### src/design/lae_pkg.sv
package lae_pkg;

  // default table depth
  localparam int MaxStepsDefault = 32;

  // field widths
  localparam int CMD_W   = 3;
  localparam int IDX_W   = 5;
  localparam int MS_W    = 16;
  localparam int DUTY_W  = 8;
  localparam int LEN_W   = 6;
  localparam int MODE_W  = 2;
  localparam int CFG_W   = 16;
  localparam int CFGI_W  = 3;

  // shared divider widths
  localparam int DIV_W   = 25;
  localparam int DVS_W   = 16;
  localparam int DCNT_W  = 5;

  // command codes
  localparam logic [CMD_W-1:0] CMD_TICK    = 3'd0;
  localparam logic [CMD_W-1:0] CMD_LOAD    = 3'd1;
  localparam logic [CMD_W-1:0] CMD_RESTART = 3'd2;
  localparam logic [CMD_W-1:0] CMD_ON      = 3'd3;
  localparam logic [CMD_W-1:0] CMD_OFF     = 3'd4;
  localparam logic [CMD_W-1:0] CMD_TOGGLE  = 3'd5;

  // mode codes
  localparam logic [MODE_W-1:0] MODE_STATIC  = 2'd0;
  localparam logic [MODE_W-1:0] MODE_BLINK   = 2'd1;
  localparam logic [MODE_W-1:0] MODE_PATTERN = 2'd2;
  localparam logic [MODE_W-1:0] MODE_PULSE   = 2'd3;

  // register indexes
  localparam logic [CFGI_W-1:0] REG_MODE       = 3'd0;
  localparam logic [CFGI_W-1:0] REG_BRIGHTNESS = 3'd1;
  localparam logic [CFGI_W-1:0] REG_ACTIVE_HI  = 3'd2;
  localparam logic [CFGI_W-1:0] REG_BLINK      = 3'd3;
  localparam logic [CFGI_W-1:0] REG_PERIOD     = 3'd4;
  localparam logic [CFGI_W-1:0] REG_LENGTH     = 3'd5;

  // limits and reset values
  localparam logic [MS_W-1:0]   MS_MAX         = 16'd60000;
  localparam logic [MS_W-1:0]   MS_MIN         = 16'd1;
  localparam logic [MS_W-1:0]   PERIOD_MIN     = 16'd200;
  localparam logic [MS_W-1:0]   BLINK_RESET    = 16'd500;
  localparam logic [MS_W-1:0]   PERIOD_RESET   = 16'd2000;
  localparam logic [DUTY_W-1:0] BRIGHT_RESET   = 8'd255;
  localparam logic [LEN_W-1:0]  LEN_MIN        = 6'd2;
  localparam logic [MS_W-1:0]   ELAPSED_MAX    = 16'hFFFF;

  typedef struct packed {
    logic [MODE_W-1:0] mode;
    logic [DUTY_W-1:0] brightness;
    logic              active_high;
    logic [MS_W-1:0]   blink_interval;
    logic [MS_W-1:0]   pulse_period;
    logic [LEN_W-1:0]  pattern_length;
  } cfg_t;

  typedef struct packed {
    logic             start;
    logic [DIV_W-1:0] dividend;
    logic [DVS_W-1:0] divisor;
  } div_req_t;

  typedef struct packed {
    logic [DUTY_W-1:0] duty;
    logic              lit;
    logic [IDX_W-1:0]  step_now;
    logic              animating;
  } res_t;

endpackage

### src/design/lae_regs.sv
module lae_regs
  import lae_pkg::*;
#(
  parameter int MAX_STEPS = MaxStepsDefault
) (
  input  logic              clk,
  input  logic              rst,
  input  logic              cfg_we,
  input  logic [CFGI_W-1:0] cfg_index,
  input  logic [CFG_W-1:0]  cfg_data,
  output cfg_t              cfg,
  output logic              mode_wr
);

  logic [LEN_W-1:0] len_raw;
  logic [LEN_W-1:0] len_clamped;

  // pattern length clamp to 2..MAX_STEPS
  assign len_raw = cfg_data[LEN_W-1:0];
  always_comb begin
    priority if (len_raw < LEN_MIN) begin
      len_clamped = LEN_MIN;
    end else if (32'(len_raw) > MAX_STEPS) begin
      len_clamped = LEN_W'(MAX_STEPS);
    end else begin
      len_clamped = len_raw;
    end
  end

  assign mode_wr = cfg_we && (cfg_index == REG_MODE);

  // register file
  always_ff @(posedge clk) begin
    if (rst) begin
      cfg.mode           <= MODE_STATIC;
      cfg.brightness     <= BRIGHT_RESET;
      cfg.active_high    <= 1'b1;
      cfg.blink_interval <= BLINK_RESET;
      cfg.pulse_period   <= PERIOD_RESET;
      cfg.pattern_length <= LEN_MIN;
    end else if (cfg_we) begin
      unique case (cfg_index)
        REG_MODE:       cfg.mode <= cfg_data[MODE_W-1:0];
        REG_BRIGHTNESS: cfg.brightness <= cfg_data[DUTY_W-1:0];
        REG_ACTIVE_HI:  cfg.active_high <= cfg_data[0];
        REG_BLINK:      cfg.blink_interval <= cfg_data[MS_W-1:0];
        REG_PERIOD: begin
          cfg.pulse_period <= (cfg_data[MS_W-1:0] < PERIOD_MIN) ? PERIOD_MIN
                                                                : cfg_data[MS_W-1:0];
        end
        REG_LENGTH:     cfg.pattern_length <= len_clamped;
        default: ;
      endcase
    end
  end

endmodule

### src/design/lae_div.sv
module lae_div
  import lae_pkg::*;
(
  input  logic             clk,
  input  logic             rst,
  input  div_req_t         req,
  output logic             done,
  output logic [DIV_W-1:0] quotient,
  output logic [DVS_W-1:0] remainder
);

  logic              busy;
  logic [DCNT_W-1:0] count;
  logic [DVS_W-1:0]  divisor;
  logic [DVS_W:0]    trial;
  logic              fits;

  // one restoring step: shift in next dividend bit, compare, subtract
  assign trial = {remainder, quotient[DIV_W-1]};
  assign fits  = trial >= {1'b0, divisor};

  // control
  always_ff @(posedge clk) begin
    if (rst) begin
      busy  <= 1'b0;
      done  <= 1'b0;
      count <= '0;
    end else begin
      done <= 1'b0;
      if (req.start) begin
        busy  <= 1'b1;
        count <= '0;
      end else if (busy) begin
        count <= count + 1'b1;
        if (count == DCNT_W'(DIV_W - 1)) begin
          busy <= 1'b0;
          done <= 1'b1;
        end
      end
    end
  end

  // datapath
  always_ff @(posedge clk) begin
    if (req.start) begin
      quotient  <= req.dividend;
      remainder <= '0;
      divisor   <= req.divisor;
    end else if (busy) begin
      quotient  <= {quotient[DIV_W-2:0], fits};
      remainder <= fits ? DVS_W'(trial - {1'b0, divisor}) : trial[DVS_W-1:0];
    end
  end

endmodule

### src/design/lae_ctrl.sv
module lae_ctrl
  import lae_pkg::*;
#(
  parameter int MAX_STEPS = MaxStepsDefault
) (
  input  logic             clk,
  input  logic             rst,
  input  cfg_t             cfg,
  input  logic             mode_wr,
  input  logic             in_valid,
  output logic             in_ready,
  input  logic [CMD_W-1:0] command,
  input  logic [IDX_W-1:0] step_index,
  input  logic [MS_W-1:0]  step_ms,
  output div_req_t         div_req,
  input  logic             div_done,
  input  logic [DIV_W-1:0] div_quo,
  input  logic [DVS_W-1:0] div_rem,
  output logic             res_valid,
  input  logic             res_ready,
  output res_t             res
);

  localparam int ADDR_W = (MAX_STEPS > 1) ? $clog2(MAX_STEPS) : 1;
  localparam int XW     = ((ADDR_W > LEN_W) ? ADDR_W : LEN_W) + 1;

  localparam logic [3:0] S_IDLE   = 4'd0;
  localparam logic [3:0] S_EXEC   = 4'd1;
  localparam logic [3:0] S_EMOD   = 4'd2;
  localparam logic [3:0] S_PMOD   = 4'd3;
  localparam logic [3:0] S_EVAL   = 4'd4;
  localparam logic [3:0] S_TMOD   = 4'd5;
  localparam logic [3:0] S_MUL    = 4'd6;
  localparam logic [3:0] S_DSTART = 4'd7;
  localparam logic [3:0] S_DIV    = 4'd8;
  localparam logic [3:0] S_OUT    = 4'd9;

  logic [3:0]        state, state_next;
  logic [CMD_W-1:0]  cmd;
  logic [IDX_W-1:0]  idx;
  logic [MS_W-1:0]   ms;
  logic              lit_flag, lit_flag_next;
  logic              running, running_next;
  logic [MS_W-1:0]   elapsed, elapsed_next;
  logic [LEN_W-1:0]  step_pos, step_pos_next;
  logic [MS_W-1:0]   span, span_next;
  logic [23:0]       prod;
  logic [DUTY_W-1:0] duty_raw, duty_raw_next;

  logic [MS_W-1:0]   table_mem [MAX_STEPS];
  logic [MS_W-1:0]   rd_data;
  logic [ADDR_W-1:0] rd_addr;
  logic              rd_in_range;
  logic              tbl_we;
  logic [MS_W-1:0]   ms_clamped;

  logic [MS_W-1:0]   dur;
  logic [MS_W-1:0]   elapsed_sat;
  logic [MS_W:0]     two_t;
  logic [MS_W:0]     two_rest;
  logic              anim;

  // step table, read at the current step, written by load commands
  assign rd_addr     = ADDR_W'(XW'(step_pos));
  assign rd_in_range = XW'(step_pos) < XW'(MAX_STEPS);
  assign ms_clamped  = (ms == '0) ? MS_MIN : ((ms > MS_MAX) ? MS_MAX : ms);
  assign tbl_we      = (state == S_EXEC) && (cmd == CMD_LOAD)
                       && (XW'(idx) < XW'(MAX_STEPS));

  always_ff @(posedge clk) begin
    if (tbl_we) begin
      table_mem[ADDR_W'(XW'(idx))] <= ms_clamped;
    end
    rd_data <= table_mem[rd_addr];
  end

  // tick helpers
  assign dur         = rd_in_range ? rd_data : '0;
  assign elapsed_sat = (elapsed != ELAPSED_MAX) ? elapsed + 1'b1 : elapsed;
  assign anim        = running && (cfg.mode != MODE_STATIC);
  assign two_t       = {div_rem, 1'b0};
  assign two_rest    = {cfg.pulse_period - div_rem, 1'b0};

  // sequencer
  always_comb begin
    state_next    = state;
    lit_flag_next = lit_flag;
    running_next  = running;
    elapsed_next  = elapsed;
    step_pos_next = step_pos;
    span_next     = span;
    duty_raw_next = duty_raw;
    div_req       = '0;
    unique case (state)
      S_IDLE: begin
        if (in_valid) begin
          state_next = S_EXEC;
        end
      end
      S_EXEC: begin
        state_next = S_EVAL;
        priority case (cmd)
          CMD_TICK: begin
            if (running) begin
              unique case (cfg.mode)
                MODE_BLINK: begin
                  if (cfg.blink_interval != '0 && elapsed_sat >= cfg.blink_interval) begin
                    elapsed_next  = '0;
                    lit_flag_next = !lit_flag;
                  end else begin
                    elapsed_next = elapsed_sat;
                  end
                end
                MODE_PATTERN: begin
                  if (elapsed_sat >= dur) begin
                    elapsed_next     = '0;
                    div_req.start    = 1'b1;
                    div_req.dividend = DIV_W'({1'b0, step_pos} + 1'b1);
                    div_req.divisor  = DVS_W'(cfg.pattern_length);
                    state_next       = S_PMOD;
                  end else begin
                    elapsed_next = elapsed_sat;
                  end
                end
                MODE_PULSE: begin
                  div_req.start    = 1'b1;
                  div_req.dividend = DIV_W'({1'b0, elapsed} + 1'b1);
                  div_req.divisor  = cfg.pulse_period;
                  state_next       = S_EMOD;
                end
                default: ;
              endcase
            end
          end
          CMD_RESTART: begin
            elapsed_next  = '0;
            step_pos_next = '0;
            running_next  = cfg.mode != MODE_STATIC;
            if (cfg.mode == MODE_PATTERN) begin
              lit_flag_next = 1'b1;
            end
          end
          CMD_ON: begin
            running_next  = 1'b0;
            lit_flag_next = 1'b1;
          end
          CMD_OFF: begin
            running_next  = 1'b0;
            lit_flag_next = 1'b0;
          end
          CMD_TOGGLE: begin
            running_next  = 1'b0;
            lit_flag_next = !lit_flag;
          end
          default: ;
        endcase
      end
      S_EMOD: begin
        if (div_done) begin
          elapsed_next = div_rem;
          state_next   = S_EVAL;
        end
      end
      S_PMOD: begin
        if (div_done) begin
          step_pos_next = div_rem[LEN_W-1:0];
          lit_flag_next = !div_rem[0];
          state_next    = S_EVAL;
        end
      end
      S_EVAL: begin
        if (anim && cfg.mode == MODE_PULSE) begin
          div_req.start    = 1'b1;
          div_req.dividend = DIV_W'(elapsed);
          div_req.divisor  = cfg.pulse_period;
          state_next       = S_TMOD;
        end else begin
          duty_raw_next = lit_flag ? cfg.brightness : '0;
          state_next    = S_OUT;
        end
      end
      S_TMOD: begin
        // triangle: rising half 2t, falling half 2(P-t)
        if (div_done) begin
          span_next  = (two_t < {1'b0, cfg.pulse_period}) ? two_t[MS_W-1:0]
                                                          : two_rest[MS_W-1:0];
          state_next = S_MUL;
        end
      end
      S_MUL: begin
        state_next = S_DSTART;
      end
      S_DSTART: begin
        div_req.start    = 1'b1;
        div_req.dividend = DIV_W'(prod);
        div_req.divisor  = cfg.pulse_period;
        state_next       = S_DIV;
      end
      S_DIV: begin
        if (div_done) begin
          duty_raw_next = div_quo[DUTY_W-1:0];
          lit_flag_next = div_quo[DUTY_W-1:0] != '0;
          state_next    = S_OUT;
        end
      end
      S_OUT: begin
        if (res_ready) begin
          state_next = S_IDLE;
        end
      end
      default: state_next = S_IDLE;
    endcase
  end

  // control state
  always_ff @(posedge clk) begin
    if (rst) begin
      state    <= S_IDLE;
      lit_flag <= 1'b0;
      running  <= 1'b0;
      elapsed  <= '0;
      step_pos <= '0;
    end else begin
      state    <= state_next;
      lit_flag <= lit_flag_next;
      running  <= mode_wr ? 1'b0 : running_next;
      elapsed  <= elapsed_next;
      step_pos <= step_pos_next;
    end
  end

  // latched word and datapath registers
  always_ff @(posedge clk) begin
    if (state == S_IDLE && in_valid) begin
      cmd <= command;
      idx <= step_index;
      ms  <= step_ms;
    end
    span     <= span_next;
    prod     <= span * cfg.brightness;
    duty_raw <= duty_raw_next;
  end

  // handshake and result
  assign in_ready      = state == S_IDLE;
  assign res_valid     = state == S_OUT;
  assign res.duty      = cfg.active_high ? duty_raw : ~duty_raw;
  assign res.lit       = lit_flag;
  assign res.step_now  = step_pos[IDX_W-1:0];
  assign res.animating = anim;

endmodule

### src/design/led_animation_engine_top.sv
// a pattern step change takes one pass of the shared divider, and a word in a running
// pulse animation up to three passes; other commands do not use the divider
// handshake: one word at a time; a new word is taken only after the result of the
// last one has moved into the output register, so output stalls also hold the input
// reset: control state and config registers return to defaults; the step table and datapath registers are not cleared
module led_animation_engine_top
  import lae_pkg::*;
#(
  parameter int MAX_STEPS = MaxStepsDefault
) (
  input  logic              clk,
  input  logic              rst,
  input  logic              cfg_we,
  input  logic [CFGI_W-1:0] cfg_index,
  input  logic [CFG_W-1:0]  cfg_data,
  input  logic              in_valid,
  output logic              in_ready,
  input  logic [CMD_W-1:0]  command,
  input  logic [IDX_W-1:0]  step_index,
  input  logic [MS_W-1:0]   step_ms,
  output logic              out_valid,
  input  logic              out_ready,
  output logic [DUTY_W-1:0] duty,
  output logic              lit,
  output logic [IDX_W-1:0]  step_now,
  output logic              animating
);

  cfg_t             cfg;
  logic             mode_wr;
  div_req_t         div_req;
  logic             div_done;
  logic [DIV_W-1:0] div_quo;
  logic [DVS_W-1:0] div_rem;
  logic             res_valid;
  logic             res_ready;
  res_t             res;

  lae_regs #(.MAX_STEPS(MAX_STEPS)) u_regs (
    .clk       (clk),
    .rst       (rst),
    .cfg_we    (cfg_we),
    .cfg_index (cfg_index),
    .cfg_data  (cfg_data),
    .cfg       (cfg),
    .mode_wr   (mode_wr)
  );

  lae_div u_div (
    .clk       (clk),
    .rst       (rst),
    .req       (div_req),
    .done      (div_done),
    .quotient  (div_quo),
    .remainder (div_rem)
  );

  lae_ctrl #(.MAX_STEPS(MAX_STEPS)) u_ctrl (
    .clk        (clk),
    .rst        (rst),
    .cfg        (cfg),
    .mode_wr    (mode_wr),
    .in_valid   (in_valid),
    .in_ready   (in_ready),
    .command    (command),
    .step_index (step_index),
    .step_ms    (step_ms),
    .div_req    (div_req),
    .div_done   (div_done),
    .div_quo    (div_quo),
    .div_rem    (div_rem),
    .res_valid  (res_valid),
    .res_ready  (res_ready),
    .res        (res)
  );

  // output register
  assign res_ready = !out_valid || out_ready;

  always_ff @(posedge clk) begin
    if (rst) begin
      out_valid <= 1'b0;
    end else if (res_ready) begin
      out_valid <= res_valid;
    end
  end

  always_ff @(posedge clk) begin
    if (res_valid && res_ready) begin
      duty      <= res.duty;
      lit       <= res.lit;
      step_now  <= res.step_now;
      animating <= res.animating;
    end
  end

endmodule

### config.mk
export PLATFORM = sky130hd
export DESIGN_NAME = led_animation_engine_top
export DESIGN_NICKNAME = d
export VERILOG_FILES = /design/src/design/lae_pkg.sv /design/src/design/lae_regs.sv /design/src/design/lae_div.sv /design/src/design/lae_ctrl.sv /design/src/design/led_animation_engine_top.sv
export SDC_FILE = /design/constraint.sdc
export NUM_CORES = 1
export LEC_CHECK = 0
export BUFFER_PORTS_ARGS = -buffer_cell sky130_fd_sc_hd__buf_2
export CORE_MARGIN = 2
export CORE_UTILIZATION = 55
export CTS_CLUSTER_DIAMETER = 50
export DETAILED_ROUTE_END_ITERATION = 16
export GPL_ROUTABILITY_DRIVEN = 0
export PLACE_DENSITY = 0.71
export SLEW_MARGIN = 20
export SYNTH_ARGS = -nofsm -noshare
export SYNTH_HDL_FRONTEND = slang
export SYNTH_SLANG_ARGS = --single-unit
### constraint.sdc
create_clock -name clk -period 10.75 [get_ports clk]
set_input_delay 2.15 -clock clk [delete_from_list [all_inputs] [get_ports clk]]
set_output_delay 2.15 -clock clk [all_outputs]
set_load 0.1 [all_outputs]
* Word level (Yosys, flattened, before mapping)
Memories as Yosys holds them, arrays and structs flattened. A register that Yosys moved wholly into a read port is not among the register bits.
Index checks and enable logic that the tools add are counted.
** Word-level totals
- Word-level logic and storage cells :: 187
- Register bits :: 229
- Memories kept :: 1
- Input port bits :: 48
- RAM bits :: 512
** Memory list
- u_ctrl.table_mem :: depth 32, width 16, rd ports 1, clocked after Yosys merged registers in 1, wr ports 1, line lae_ctrl.sv:50 : logic [MS_W-1:0] table_mem [MAX_STEPS];
** Cells by class
- Reductions and logical operators :: 42
- Add/sub/neg operators :: 6
- Bitwise operators :: 2
- Mux-type cells :: 58
- $mul :: 1
- Order comparisons :: 9
- Equality and inequality tests :: 40
** Operators by type and width (number)
- $mux W16 :: 11
- $mux W42 :: 4
- $pmux W42 S3 :: 1
- $pmux W16 S2 :: 3
- $pmux W42 S2 :: 1
- $mux W25 :: 2
- $pmux W4 S9 :: 1
- $ge A16 B16 Y1 :: 2
- $mux W4 :: 8
- $mux W8 :: 4
- $mul A16 B8 Y24 :: 1
- $mux W6 :: 4
- $add A16 B1 Y17 const B :: 1
- $ge A17 B16 Y1 :: 1
- $lt A17 B16 Y1 :: 1
- $add A16 B1 Y16 const B :: 1
- $eq A4 B3 Y1 const B :: 4
- $gt A16 B16 Y1 const B :: 1
- $logic_not A16 Y1 :: 1
- $lt A16 B8 Y1 const B :: 1
- $ne A16 B16 Y1 const B :: 1
- $pmux W8 S2 :: 1
- $reduce_and A2 Y1 :: 8
- $reduce_bool A16 Y1 :: 1
- 44 further kinds :: 94

* Depth between registers and ports, before layout
- Depth in word-level cells :: 9
- Gate-level depth with buffers :: 20

* Hierarchy
A second synthesis with hierarchy kept.
** Second synthesis, totals
- Cell total of the unflattened synthesis :: 2650
- Area, all modules :: 36749.0 um^2
** By module, submodules not included
- lae_ctrl :: times used 1, cells each 2103, area an instance 30809.5 um^2
- lae_div :: times used 1, cells each 315, area an instance 3490.8 um^2
- lae_regs :: times used 1, cells each 212, area an instance 1943.1 um^2
- led_animation_engine_top :: times used 1, cells each 20, area an instance 505.5 um^2

* Least setup slack after synthesis
OpenSTA, ideal clock, no wires.
- Path kind :: register to output
- Start :: register u_ctrl.state[0]
- End :: output port in_ready
- Stages on the path, launching flop included :: 4
- Path buffers :: 2
- Path slack :: 5.745 ns
- Arrival :: 2.855 ns
- Cells stage by stage :: dfxtp_1 -> buf_1 -> buf_1 -> nor3_1
** On the way
- Longest elaborated chain between the ends :: 1
** RTL lines
- start: declaration :: line lae_ctrl.sv:38 : logic [3:0] state, state_next;
- start signal: assignment :: line lae_ctrl.sv:224 : state <= state_next;
- $logic_not A4 Y1 :: line lae_ctrl.sv:245 : assign in_ready = state == S_IDLE;
- end: declaration :: line led_animation_engine_top.sv:17 : output logic in_ready,
No other way between the ends.

* Worst setup path after layout
- Start :: register u_ctrl.elapsed[0]
- End :: register u_div.quotient[0], data pin
** On the way
- Longest elaborated chain between the ends :: 9
** RTL lines
- start: declaration :: line lae_ctrl.sv:44 : logic [MS_W-1:0] elapsed, elapsed_next;
- start signal: assignment :: line lae_ctrl.sv:227 : elapsed <= elapsed_next;
- $add A16 B1 Y16 or $ne A16 B16 Y1 (tied branches) :: line lae_ctrl.sv:79 : assign elapsed_sat = (elapsed != ELAPSED_MAX) ? elapsed + 1'b1 : elapsed;
- $mux W16 :: line lae_ctrl.sv:79
- $ge A16 B16 Y1 :: line lae_ctrl.sv:115 : if (elapsed_sat >= dur) begin
- $mux W42 :: line lae_ctrl.sv:115
- $pmux W42 S2 :: line lae_ctrl.sv:105 : unique case (cfg.mode)
- $mux W42 :: line lae_ctrl.sv:104 : if (running) begin
- $mux W42 :: line lae_ctrl.sv:102 : priority case (cmd)
- $pmux W42 S3 * :: line lae_ctrl.sv:94 : unique case (state)
- $mux W25 * :: line lae_div.sv:45 : if (req.start) begin
- end signal: assignment :: line lae_div.sv:46 : quotient <= req.dividend;
- end signal: assignment :: line lae_div.sv:50 : quotient <= {quotient[DIV_W-2:0], fits};
- end: declaration :: line lae_div.sv:8 : output logic [DIV_W-1:0] quotient,
Every way passes the cells marked *; elsewhere a longest branch is shown, timed or not.
A chain may end at the register's enable or synchronous reset.

==> impl_metrics.csv <==
group,metric,value,unit
run_status,outcome,"completed",
run,max_cap_viol_count,0,
routing,drc,0,
critical_path,crit_path_max_incr_delay,0.89,ns
yosys,syn_area,36000,um^2
timing,rsz0062_at_grt,"false",
routing,drtIter0Drc,2883,
pwr,powerDensity,204,nW/um^2
floorplan,fp.dieW,260,um
yosys,yosysSeqAreaShare,59.1,%
critical_path,crit_top_cell,"ha_1",
yosys,synth-main-ff-cell,"edfxtp_1",
cells_and_area,design_area,40200,um^2
routing,routed_wl,88.0,mm
yosys,synth-xor-area-share,1.58,%
cells_and_area,n_antenna_cell,0,
cells_and_area,instances_no_fill,3584,
clocking,cts_tree,"done",
floorplan,pin_count,65,
routing,vias,22200,
pwr,p_leak,14.2,nW
global_route,grt_overflow,0,
timing,fin_worst_skew,0.0318,ns
yosys,synth_top_area_cell,"edfxtp_1",
floorplan,initial_core_util,55.7,%
critical_path,critPathCaptureType,"register",
routing,viasPerCell,6.21,
placed_design,port-buffer-count,64,
cells_and_area,utilization,62.2,%
clocking,numCtsBuffers,83,
critical_path,cp.required,11.09,ns
floorplan,core_area,64600,um^2
min_path,holdPathEnd,"u_regs.cfg[21]$_SDFFE_PP0P_",
yosys,synth_nets,2832,
yosys,syn_area_per_cell,13.9,um^2
timing,slew_headroom,25.7,%
global_route,grt_pass1_vias,22600,
global_route,grt_antenna_before_repair,1,
critical_path,r2r-end,"u_div.quotient[0]$_DFFE_PP_",
timing,setup-tns-final,0,ns
critical_path,r2r-start,"u_ctrl.elapsed[0]$_SDFFE_PP0P_",
placed_design,hpwl,55.3,mm
pwr,p_switching,2.47,mW
global_route,grt_usage,26.7,%
clocking,postCtsHoldBufs,0,
yosys,synth-simple-area-share,9.26,%
yosys,yosys.area.top_type_share,51.3,%
cells_and_area,drive_above_1_share,17.0,%
placed_design,post_dp_cell_area,37300,um^2
pwr,p_seq_share,45.2,%
timing,final_hold_viol_count,0,
critical_path,cp_slowest_cell,"a211oi_4",
min_path,hp-start,"u_regs.cfg[21]$_SDFFE_PP0P_",
yosys,synthAdderAreaFrac,8.76,%
clocking,cts_resized,0,
clocking,h-tree-depth,3,
floorplan,die_h,260,um
clocking,path_clk_slew,0.06,ns
clocking,numClockSinks,755,
critical_path,crit_fanout,55,
yosys,synth-edff-count,615,
critical_path,worstPathArrival,6.34,ns
floorplan,num_rows,93,
min_path,hold_class,"reg -> reg",
yosys,synth_compound_area_share,6.99,%
routing,dr.pass1.iters,6,
cells_and_area,area.growth.synth_to_final,11.7,%
yosys,synthArstFlopShare,0,%
routing,wire_per_inst,24.6,um
pwr,sw_frac_of_total,30.1,%
timing,slew_violations,0,
yosys,synth_mux_area_share,10.9,%
timing,clock.fmax,167,MHz
critical_path,cp-start-kind,"register",
yosys,yosysWarningCount,0,
floorplan,die_area,67500,um^2
timing,holdWs,0.474,ns
cells_and_area,layout_commonest_cell,"edfxtp_1",
yosys,ys_ff_latch,755,
critical_path,critPathKind,"reg -> reg",
yosys,synth.area.top_cells,"edfxtp_1 51%, mux4_2 10%, dfxtp_1 7.8%",
clocking,cts_root_buffer,"clkbuf_16",
pwr,power_frac_comb,19.6,%
yosys,yosysUniqueCellTypes,87,
cells_and_area,nNetsFinal,2913,
cells_and_area,final_cell_mix,"615 x edfxtp_1, 210 x nand2_1, 190 x inv_1",
cells_and_area,n_fill_cell,4736,
critical_path,r2r_setup_slack,4.75,ns
yosys,synthCells,2580,
timing,finalSetupViolCount,0,
pwr,p_int,5.73,mW
yosys,synth_top_family_by_area,"multiplexers",
clocking,cts_setup_buffers,0,
routing,ant_nets,0,
clocking,clk_latency,0.64,ns
timing,min_period,6.00,ns
timing,tightest_slew,1.11,ns
pwr,clockPowerShare,35.2,%
timing,min_period_over_period,55.8,%
critical_path,rr_worst_depth,16,
clocking,cts_buffer_depth,3,
min_path,hold_depth,2,
placed_design,dp.cells,3429,
global_route,grt_pass1_wl,135,mm
global_route,grt_max_degree,98,
pwr,ir_drop,0.163,mV
critical_path,worstPathCellList,"ha_1, nand3_2, nor3_4, and3_4, and3_1, nand3_4, mux2_4, ha_1, a21o_1, a211oi_1, or3_1, a211oi_4, nor2_4, inv_2, o311a_1, a21oi_1",
critical path, delay by kind of cell, from the launching register on:
| family | cells | cell delay, ns |
|---|---|---|
| simple gates | 7 | 1.96 |
| compound gates | 5 | 1.42 |
| buf+inv | 1 | 0.85 |
| fa+ha+maj | 2 | 0.61 |
| flops | 1 | 0.46 |
| mux | 1 | 0.39 |
sequential cells by signal, indices dropped and copies added (netlist names), 6 cells and up:
name / count
u_ctrl.table_mem: 512
u_regs.cfg: 49
u_div.quotient: 25
u_ctrl.prod: 23
u_ctrl.elapsed: 16
u_ctrl.ms: 16
u_ctrl.rd_data: 16
u_div.divisor: 16
u_div.remainder: 16
u_ctrl.span: 15
duty: 8
u_ctrl.duty_raw: 8
u_ctrl.step_pos: 6
routing by layer:
metal,global-route usage (%),wire [um],part of all wire (%),vias up
met1,35.3,34400,39,11100
met4,11.7,4020,4.6,0
met2,44.2,43300,49,1083
li1,-,-,-,9789
met5,0,0,0,-
met3,3.88,6270,7.1,241
power by group through the flow:
| stage | clock network [mW] | logic (mW) | registers (mW) |
|---|---|---|---|
| 3_3_place_gp | 0 | 1.49 | 3.77 |
| 3_5_place_dp | 0 | 1.55 | 3.78 |
| 4_1_cts | 2.93 | 1.57 | 3.71 |
| 5_1_grt | 3.04 | 1.78 | 3.72 |
| 6_report | 2.89 | 1.61 | 3.71 |
| 2_1_floorplan | 0 | 1.16 | 3.64 |
per-stage QoR:
stage | total power, mW | setup slack, ns
6_report | 8.20 | 4.75
5_1_grt | 8.55 | 4.45
3_3_place_gp | 5.26 | 5.08
3_5_place_dp | 5.32 | 4.90
4_1_cts | 8.21 | 4.85
2_1_floorplan | 4.80 | 5.74
layout make-up:
type | count | area [um^2] | share of cell area [%]
clock buffers | 104 | 2250 | 5.60
clock inverters | 49 | 573 | 1.43
inverters | 191 | 717 | 1.78
multi-input cells | 1514 | 13500 | 33.7
flip-flops and latches | 755 | 21300 | 53.0
well taps | 855 | 1070 | 2.66
repair buffers | 116 | 746 | 1.86
synth_stat cells (16+ instances only):
cell,n
a21oi_1,112
and3_1,16
fa_1,80
and2_1,83
buf_2,18
nor3_1,56
nand3_1,35
nor2b_1,23
xnor2_1,50
o21ai_0,74
edfxtp_1,615
a211o_1,17
nand2_1,210
mux2_2,16
o21a_1,18
nor4_1,16
a211oi_1,16
ha_1,124
a221oi_1,24
nand2b_1,32
inv_1,190
dfxtp_1,140
mux4_2,160
clkbuf_1,80
nor2_1,145
a31oi_1,16
logic make-up (layout without fill, tap and decap cells):
logic type / Yosys count / count (layout)
xor+xnor: 65 / 65
compound gates: 379 / 379
flops: 755 / 755
buf+inv: 311 / 460
simple gates: 677 / 677
fa+ha+maj: 204 / 204
mux: 189 / 189
worst max path at each step:
stage	endpoint	slack, ns	cells past startpoint	startpoint
final	u_div.quotient[0]$_DFFE_PP_	4.75	16	u_ctrl.elapsed[0]$_SDFFE_PP0P_
after floorplan	in_ready	5.74	3	u_ctrl.state[0]$_SDFFE_PP0P_
after global routing	u_div.quotient[0]$_DFFE_PP_	4.45	16	u_ctrl.elapsed[0]$_SDFFE_PP0P_
after CTS	u_div.quotient[0]$_DFFE_PP_	4.85	16	u_ctrl.elapsed[0]$_SDFFE_PP0P_
after detailed placement	u_div.quotient[0]$_DFFE_PP_	4.90	16	u_ctrl.elapsed[0]$_SDFFE_PP0P_
after global placement	u_div.quotient[0]$_DFFE_PP_	5.08	16	u_ctrl.elapsed[0]$_SDFFE_PP0P_
(Power assumes the default switching activity.)
